--- config.mk ---
export PLATFORM = sky130hd
export DESIGN_NAME = cffa_seq
export DESIGN_NICKNAME = d
export VERILOG_FILES = /design/src/rtl/cffa_pkg.sv /design/src/rtl/cffa_seq.sv
export SDC_FILE = /design/constraint.sdc
export NUM_CORES = 1
export LEC_CHECK = 0
export BUFFER_PORTS_ARGS = -buffer_cell sky130_fd_sc_hd__buf_2
export CORE_MARGIN = 3
export CORE_UTILIZATION = 35
export DETAILED_ROUTE_END_ITERATION = 16
export PLACE_DENSITY_LB_ADDON = 0.1
export SYNTH_ARGS = -nofsm -noshare
export SYNTH_HDL_FRONTEND = slang
export SYNTH_SLANG_ARGS = --single-unit
--- constraint.sdc ---
create_clock -name clk -period 7.7 [get_ports clk]
set_input_delay 0.77 -clock clk [delete_from_list [all_inputs] [get_ports clk]]
set_output_delay 0.77 -clock clk [all_outputs]
set_load 0.02 [all_outputs]
--- src/rtl/cffa_pkg.sv ---
// Shared types and constants for the circular first-fit allocator.
// Used by cffa_ram, cffa_seq and circular_first_fit_allocator; depends on nothing.
package cffa_pkg;

  localparam int ARENA_WORDS = 2048;
  localparam int WORD_BYTES  = 2;

  localparam int ADDR_W   = $clog2(ARENA_WORDS);
  localparam int ENTRY_W  = ADDR_W + 1;
  localparam int NW_W     = ADDR_W + 2;
  localparam int COUNT_W  = 13;
  localparam int DROP_W   = 16;
  localparam int SIZE_W   = 12;
  localparam int BUDGET_W = $clog2(4 * ARENA_WORDS + 17);

  localparam logic [ADDR_W-1:0]   TOP_WORD    = ADDR_W'(ARENA_WORDS - 1);
  localparam logic [COUNT_W-1:0]  FREE_INIT   = COUNT_W'((ARENA_WORDS - 2) * WORD_BYTES);
  localparam logic [COUNT_W-1:0]  FREE_CEIL   = COUNT_W'(ARENA_WORDS * WORD_BYTES);
  localparam logic [BUDGET_W-1:0] STEP_BUDGET = BUDGET_W'(4 * ARENA_WORDS + 16);
  localparam logic [DROP_W-1:0]   DROP_MAX    = '1;

  typedef logic [ADDR_W-1:0]  addr_t;
  typedef logic [ENTRY_W-1:0] entry_t;

  typedef enum logic [1:0] {
    ST_OK      = 2'd0,
    ST_NOSPACE = 2'd1,
    ST_BADFREE = 2'd2,
    ST_CORRUPT = 2'd3
  } status_t;

  typedef enum logic {
    MODE_ALLOC = 1'b0,
    MODE_FREE  = 1'b1
  } mode_t;

  typedef enum logic [2:0] {
    S_CLEAR,
    S_IDLE,
    S_A_HDR,
    S_A_MRG,
    S_A_SPLIT,
    S_A_MARK,
    S_F_HDR,
    S_DONE
  } state_t;

  // Request from the sequencer to the header memory.
  typedef struct packed {
    logic   we;
    addr_t  waddr;
    entry_t wdata;
    addr_t  raddr;
  } ram_req_t;

endpackage

--- src/rtl/cffa_seq.sv ---
// Sequencer and shared datapath of the allocator: clearing pass, chain walk,
// merge, split, free and the byte counters. Depends on cffa_pkg.
module cffa_seq
  import cffa_pkg::*;
(
  input  logic               clk,
  input  logic               rst,
  input  logic               start,
  input  logic               mode,
  input  logic [SIZE_W-1:0]  size_bytes,
  input  addr_t              block_addr,
  input  entry_t             rdata,
  output ram_req_t           req,
  output logic               busy,
  output logic               done,
  output logic [1:0]         status,
  output addr_t              data_addr,
  output logic [COUNT_W-1:0] free_bytes,
  output logic [COUNT_W-1:0] low_water_bytes,
  output logic [DROP_W-1:0]  drop_count
);

  state_t state, state_next;
  addr_t clr_addr, clr_addr_next;
  addr_t p, p_next;
  addr_t q, q_next;
  entry_t ep, ep_next;
  logic [NW_W-1:0] nw, nw_next;
  logic [BUDGET_W-1:0] budget, budget_next;
  logic wraps, wraps_next;
  addr_t search_ptr, search_ptr_next;
  logic [COUNT_W-1:0] free_count, free_count_next;
  logic [COUNT_W-1:0] low_water, low_water_next;
  logic [DROP_W-1:0] drops, drops_next;
  status_t status_r, status_next;
  addr_t data_addr_r, data_addr_next;

  // Decoded memory word and shared compares.
  addr_t rd_link;
  logic rd_busy;
  addr_t adv_link;
  logic adv_fwd, adv_wrap, adv_go;
  logic budget_out, fit, merge_ok, free_ok;
  logic [NW_W-1:0] p_plus_nw;
  addr_t np;
  logic [NW_W-1:0] nw_calc;
  logic [COUNT_W-1:0] used;
  logic [COUNT_W:0] free_sum;

  assign rd_link    = rdata[ENTRY_W-1:1];
  assign rd_busy    = rdata[0];
  assign adv_link   = (state == S_A_HDR) ? rd_link : q;
  assign adv_fwd    = adv_link > p;
  assign adv_wrap   = (p == TOP_WORD) && (adv_link == '0);
  assign adv_go     = adv_fwd || (adv_wrap && !wraps);
  assign budget_out = budget >= STEP_BUDGET;
  assign p_plus_nw  = NW_W'(p) + nw;
  assign fit        = NW_W'(q) >= p_plus_nw;
  assign np         = p_plus_nw[ADDR_W-1:0];
  assign merge_ok   = (q > p) && (q < TOP_WORD);
  assign free_ok    = rd_link > p;
  assign nw_calc    = NW_W'((NW_W'(size_bytes) + NW_W'(2 * WORD_BYTES - 1)) / WORD_BYTES);
  assign used       = COUNT_W'(nw * WORD_BYTES);
  assign free_sum   = (COUNT_W + 1)'(free_count)
                    + (COUNT_W + 1)'((rd_link - p) * WORD_BYTES);

  // Next state.
  always_comb begin
    state_next = state;
    case (state)
      S_CLEAR: begin
        if (clr_addr == TOP_WORD) state_next = S_IDLE;
      end
      S_IDLE: begin
        if (start) begin
          if (mode == MODE_ALLOC) state_next = S_A_HDR;
          else if (block_addr == '0) state_next = S_DONE;
          else state_next = S_F_HDR;
        end
      end
      S_A_HDR: begin
        if (budget_out) state_next = S_DONE;
        else if (!rd_busy) state_next = S_A_MRG;
        else if (adv_go) state_next = S_A_HDR;
        else state_next = S_DONE;
      end
      S_A_MRG: begin
        if (rd_busy) begin
          if (fit) state_next = S_A_SPLIT;
          else if (adv_go) state_next = S_A_HDR;
          else state_next = S_DONE;
        end else if (!merge_ok || budget_out) begin
          state_next = S_DONE;
        end
      end
      S_A_SPLIT: state_next = S_A_MARK;
      S_A_MARK:  state_next = S_DONE;
      S_F_HDR:   state_next = S_DONE;
      S_DONE:    state_next = S_IDLE;
      default:   state_next = S_IDLE;
    endcase
  end

  // Memory requests and datapath register updates.
  always_comb begin
    req             = '0;
    clr_addr_next   = clr_addr;
    p_next          = p;
    q_next          = q;
    ep_next         = ep;
    nw_next         = nw;
    budget_next     = budget;
    wraps_next      = wraps;
    search_ptr_next = search_ptr;
    free_count_next = free_count;
    low_water_next  = low_water;
    drops_next      = drops;
    status_next     = status_r;
    data_addr_next  = data_addr_r;
    case (state)
      S_CLEAR: begin
        req.we        = 1'b1;
        req.waddr     = clr_addr;
        if (clr_addr == '0) req.wdata = {TOP_WORD, 1'b0};
        else if (clr_addr == TOP_WORD) req.wdata = {addr_t'(0), 1'b1};
        else req.wdata = '0;
        clr_addr_next = clr_addr + 1'b1;
      end
      S_IDLE: begin
        data_addr_next = '0;
        budget_next    = '0;
        wraps_next     = 1'b0;
        nw_next        = nw_calc;
        if (mode == MODE_ALLOC) begin
          p_next    = search_ptr;
          req.raddr = search_ptr;
        end else begin
          p_next      = block_addr - 1'b1;
          req.raddr   = block_addr - 1'b1;
          status_next = ST_BADFREE;
        end
      end
      S_A_HDR: begin
        if (budget_out) begin
          status_next = ST_CORRUPT;
        end else begin
          budget_next = budget + 1'b1;
          if (!rd_busy) begin
            ep_next   = rdata;
            q_next    = rd_link;
            req.raddr = rd_link;
          end else if (adv_go) begin
            if (!adv_fwd) wraps_next = 1'b1;
            p_next    = adv_link;
            req.raddr = adv_link;
          end else if (!adv_wrap) begin
            status_next = ST_CORRUPT;
          end else begin
            status_next = ST_NOSPACE;
            if (drops != DROP_MAX) drops_next = drops + 1'b1;
          end
        end
      end
      S_A_MRG: begin
        if (rd_busy) begin
          if (!fit) begin
            if (adv_go) begin
              if (!adv_fwd) wraps_next = 1'b1;
              p_next    = adv_link;
              req.raddr = adv_link;
            end else if (!adv_wrap) begin
              status_next = ST_CORRUPT;
            end else begin
              status_next = ST_NOSPACE;
              if (drops != DROP_MAX) drops_next = drops + 1'b1;
            end
          end
        end else if (!merge_ok || budget_out) begin
          status_next = ST_CORRUPT;
        end else begin
          // Absorb the idle successor into the current block.
          budget_next = budget + 1'b1;
          req.we      = 1'b1;
          req.waddr   = p;
          req.wdata   = rdata;
          ep_next     = rdata;
          q_next      = rd_link;
          req.raddr   = rd_link;
        end
      end
      S_A_SPLIT: begin
        if (NW_W'(q) > p_plus_nw) begin
          req.we    = 1'b1;
          req.waddr = np;
          req.wdata = ep;
        end
      end
      S_A_MARK: begin
        req.we          = 1'b1;
        req.waddr       = p;
        req.wdata       = {np, 1'b1};
        search_ptr_next = np;
        free_count_next = (free_count > used) ? free_count - used : '0;
        if (free_count_next < low_water) low_water_next = free_count_next;
        data_addr_next  = p + 1'b1;
        status_next     = ST_OK;
      end
      S_F_HDR: begin
        if (!rd_busy) begin
          status_next = ST_BADFREE;
        end else if (!free_ok) begin
          status_next = ST_CORRUPT;
        end else begin
          req.we          = 1'b1;
          req.waddr       = p;
          req.wdata       = {rd_link, 1'b0};
          free_count_next = (free_sum > (COUNT_W + 1)'(FREE_CEIL))
                          ? FREE_CEIL : free_sum[COUNT_W-1:0];
          status_next     = ST_OK;
        end
      end
      default: begin
      end
    endcase
  end

  // Control registers.
  always_ff @(posedge clk) begin
    if (rst) begin
      state      <= S_CLEAR;
      clr_addr   <= '0;
      search_ptr <= '0;
      free_count <= FREE_INIT;
      low_water  <= FREE_INIT;
      drops      <= '0;
    end else begin
      state      <= state_next;
      clr_addr   <= clr_addr_next;
      search_ptr <= search_ptr_next;
      free_count <= free_count_next;
      low_water  <= low_water_next;
      drops      <= drops_next;
    end
  end

  // Working registers of the walk and the result fields.
  always_ff @(posedge clk) begin
    p           <= p_next;
    q           <= q_next;
    ep          <= ep_next;
    nw          <= nw_next;
    budget      <= budget_next;
    wraps       <= wraps_next;
    status_r    <= status_next;
    data_addr_r <= data_addr_next;
  end

  assign busy            = (state != S_IDLE);
  assign done            = (state == S_DONE);
  assign status          = status_r;
  assign data_addr       = data_addr_r;
  assign free_bytes      = free_count;
  assign low_water_bytes = low_water;
  assign drop_count      = drops;

endmodule

# [Word-level counts from Yosys, hierarchy flattened]
# Cells that the tools add are included.
[word_totals] register_bits=142 in_bits=39 wordCells=164 out_inout_bits=92
[classes] reduce_logical=25 add_sub_neg=10 n_lt_le_gt_ge=10 n_eq_ne=26 n_mux=79
[op_table] cell="11-bit 2-to-1 mux" count=16
[op_table] cell="24-bit one-hot mux with 5 select lines" count=1
[op_table] cell="16-bit 2-to-1 mux" count=7
[op_table] cell="24-bit 2-to-1 mux" count=4
[op_table] cell="11-bit one-hot mux with 3 select lines" count=2
[op_table] cell="12-bit 2-to-1 mux" count=5
[op_table] cell="13-bit 2-to-1 mux" count=4
[op_table] cell="11-bit one-hot mux with 2 select lines" count=2
[op_table] cell="14-bit 2-to-1 mux" count=3
[op_table] cell="14-bit one-hot mux with 3 select lines" count=1
[op_table] cell="35-bit 2-to-1 mux" count=1
[op_table] cell="11-bit > comparator" count=3
[op_table] cell="11-bit logical NOT" count=3
[op_table] cell="16-bit one-hot mux with 2 select lines" count=1
[op_table] cell="3-bit 2-to-1 mux" count=9
[op_table] cell="13-bit one-hot mux with 2 select lines" count=1
[op_table] cell="2-bit inequality test, second input constant" count=12
[op_table] cell="12-bit one-hot mux with 2 select lines" count=1
[op_table] cell="11-bit by 1-bit adder with 11-bit output, second input constant" count=2
[op_table] cell="11-bit == test, second input constant" count=2
[op_table] cell="3-bit one-hot mux with 7 select lines" count=1
[op_table] cell="2-bit 2-to-1 mux" count=10
[op_table] cell="5-bit AND reduction" count=4
[op_table] cell="16-bit by 1-bit adder with 16-bit output, second input constant" count=1
[op_table] cell="34 further kinds" count=54

# [Depth between registers and ports, before layout]
[depth] word_depth=10 depth_mapped=22 mapped_depth_nobuf=20

# [Least setup slack after synthesis]
# No wires, ideal clock.
[synth_timing] kind="register to output" from="register p[0]" to="output port req[0] (netlist bit)" required_time_ns=6.930 stages_incl_launch_ff=18 slack_ns=2.961 path_buffers=1 t_arrival_ns=3.969 cell_sequence="edfxtp_1 ha_1 fa_1 a21o_1 a21oi_1 xnor2_1 inv_1 ha_1 or3_1 o21ai_0 a21oi_1 o31a_1 a2111oi_2 a21o_1 o21a_1 o211ai_1 buf_2 o22ai_1"
[synth_rtl] item="start, declared" line_no="cffa_seq.sv:25" rtl="addr_t p, p_next;"
[synth_rtl] item="start signal, assigned" line_no="cffa_seq.sv:248" rtl="p <= p_next;"
[synth_rtl] item="end, declared" line_no="cffa_seq.sv:13" rtl="output ram_req_t req,"

==> impl_metrics.tcl <==
set metrics [dict create \
    num-nets-final 1497 \
    reg2reg_depth 20 \
    cts_buffers 17 \
    drv_slew 0 \
    slowest_delay_ns 0.77 \
    final.setup.tns_ns 0 \
    grt-ovfl-total 0 \
    worstHoldPathType "flop to flop" \
    rr_endpoint "low_water_bytes[1]" \
    ctsResizeCount 0 \
    clock_power_share 0.478 \
    outcome "complete, no violations" \
    hold_violations 0 \
    r2r-start "free_bytes[1]" \
    htree_num_levels 4 \
    vias_per_cell 5.67 \
    initial_utilization 0.360 \
    synth-edff-count 62 \
    cts_root_buf "clkbuf_16" \
    grt_pass1_wl_um 54600 \
    power.share.combinational 0.116 \
    ys_seq_area_frac 0.305 \
    async_flop_share 0 \
    die_width_um 179 \
    ir_drop_mv 0.126 \
    p_per_area_nw_per_um2 146 \
    drt_wl_total_um 36600 \
    crit_arrival_ns 5.11 \
    antenna_cells 0 \
    fmax_ghz 0.170 \
    ys_warn_count 0 \
    routabilityCongestion 0.930 \
    synth-seq-cells 129 \
    drive_gt1_frac 0.139 \
    worstHoldStart "search_ptr[2]" \
    rsz0062_at_grt "false" \
    min_period_ns 5.88 \
    stdcell_count 1754 \
    crit_slowest_cell "o211ai_1" \
    dp.final_hpwl_um 28300 \
    relSlewSlack 0.321 \
    p_sw_frac 0.264 \
    cp.required_ns 6.93 \
    start_kind "flop" \
    cp-end-kind "primary output" \
    dieHeight_um 179 \
    maxCapViolCount 0 \
    post-cts-setup-buffer-count 0 \
    p_leak_uw 0.00499 \
    drt-initial-drc-count 767 \
    yosysUniqueCellTypes 79 \
    routedWlPerCell_um 20.8 \
    crit_fanout 11 \
    hold_depth 2 \
    drt_first_pass_iters 5 \
    clk_latency_ns 0.43 \
    cts.clk_slew.worst_paths_ns 0.06 \
    vias 9942 \
    ios 131 \
    filler_cell_count 3027 \
    syn_nets 1386 \
    p_int_uw 1300 \
    cts_buffer_depth 2 \
    seqPwrFrac 0.406 \
    holdBufCountCts 0 \
    first_global_vias 9214 \
    synth.cell_area_um2 10500 \
    syn-instance-count 1247 \
    drcViolationCount 0 \
    area.growth.synth_to_final_pct 15.5 \
    worst-slew-pin-transition_ns 1.02 \
    p_switching_uw 468 \
    fin_crit_sh 0.764 \
    avgSynthCellArea_um2 8.41 \
    crit_chain "ha_1, fa_1, a21o_1, a21oi_1, xnor2_1, inv_1, ha_1, or3_1, o21ai_0, a21oi_1, o21a_1, o21ai_0, a21o_1, o21a_1, o211ai_1, o22ai_1, buf_2" \
    antenna_found_initial 0 \
    fp.dieArea_um2 32100 \
    setup_viol 0 \
    io_buffers 130 \
    synth_ff_type "dfxtp_1" \
    grt_max_degree 56 \
    fin_skew_ns 0.0113 \
    hold_end "search_ptr[2]" \
    worstSetupPathType "flop to primary output" \
    dp.cells 1723 \
    ant_nets 0 \
    design.core.area_um2 29100 \
    cts_tree "done" \
    row_count 62 \
    rrSetupSlack_ns 2.97 \
    cts.sinks 129 \
    grt_util_all_layers 0.225 \
]
worst max-delay path by stage:
stage	startpoint	endpoint	slack, ns	depth (start not counted)
6_report	p[0]	req[0]	1.82	17
5_1_grt	p[0]	req[9]	1.40	17
4_1_cts	p[0]	req[0]	1.84	17
3_5_place_dp	p[0]	req[0]	2.33	17
3_3_place_gp	p[0]	req[1]	2.46	17
2_1_floorplan	p[0]	req[0]	2.96	17
metal layers:
metal / global-route usage / share of wire / vias up
met2: 0.352 / 0.45 / 379
li1: - / - / 4836
met4: 0.0577 / 0.019 / 0
met3: 0.0421 / 0.074 / 43
met1: 0.320 / 0.46 / 4684
met5: 0 / 0 / -
sequential cells by signal, indices dropped and copies added, names as in the netlist:
signal / count
status: 2
clr_addr: 11
state: 3
wraps: 1
data_addr: 11
search_ptr: 11
drop_count: 16
nw: 12
p: 11
q: 11
budget: 14
low_water_bytes: 13
free_bytes: 13
logic make-up after synthesis:
family	Yosys count	share of synthesized area
flops	129	0.305
buf+inv	142	0.0540
fa+ha+maj	101	0.123
compound gates	347	0.221
xor+xnor	79	0.0680
simple gates	424	0.204
mux	25	0.0242
power groups by stage:
stage	Clock (µW)	Sequential [µW]	Combinational (µW)
floorplan	0	734	133
global placement	0	734	203
detailed placement	0	734	203
CTS	863	719	205
global route	888	719	225
finish	845	719	205
cell usage after synthesis, drive strengths merged, types with 14 or more instances:
cell	n	share of area
a211oi	14	0.010
nand2b	19	0.011
nor2	93	0.033
nor2b	19	0.011
edfxtp	62	0.18
a21o	24	0.017
ha	96	0.11
clkbuf	42	0.015
and2	21	0.013
mux2i	22	0.021
xor2	28	0.023
or3	26	0.016
and3	22	0.013
dfxtp	67	0.13
nand2	101	0.036
inv	86	0.031
a22oi	14	0.010
xnor2	50	0.042
o21ai	83	0.040
nand4	28	0.017
a221o	23	0.022
o211ai	18	0.013
nand3	44	0.021
a21oi	85	0.041
nor3	20	0.0095
final cells by class:
class	instances	area (µm²)	area share
multi-input cells	976	6730	0.556
inverters	87	327	0.0270
clock inverters	13	164	0.0135
well taps	384	480	0.0397
flip-flops and latches	129	3200	0.265
repair buffers	147	778	0.0643
clock buffers	18	429	0.0354
cells in the final DEF, fill, tap and decap left out, types with 26 or more instances in the layout:
master / netlist / layout
ha_1: 96 / 96
xnor2_1: 49 / 49
nand3_1: 44 / 44
or3_1: 26 / 26
nor2_1: 93 / 93
a21oi_1: 85 / 85
edfxtp_1: 62 / 62
nand4_1: 28 / 28
o21ai_0: 79 / 79
buf_2: 3 / 130
dfxtp_1: 67 / 67
inv_1: 86 / 86
nand2_1: 101 / 101
xor2_1: 28 / 28
worst max-delay path, delay by kind of cell, from the launching register on:
family                   cells  cell delay (ns)
adder cells (fa/ha/maj)      3             1.04
flip-flops                   1             0.59
XOR/XNOR                     1             0.18
AO/OA/AOI/OAI               10             2.48
AND/OR/NAND/NOR              1             0.10
buffers and inverters        2             0.28
metrics by stage:
step	utilization	power [µW]	cell area (µm²)	hold WS (ns)	setup WS [ns]
after global routing	0.416	1830	12100	0.478	1.40
after detailed placement	0.396	937	11500	0.447	2.33
after CTS	0.416	1790	12100	0.456	1.84
after global placement	0.396	937	11500	0.446	2.46
final	0.416	1770	12100	0.456	1.82
after floorplan	-	867	10500	0.433	2.96
Note: power is estimated with default switching activity, not from simulation.
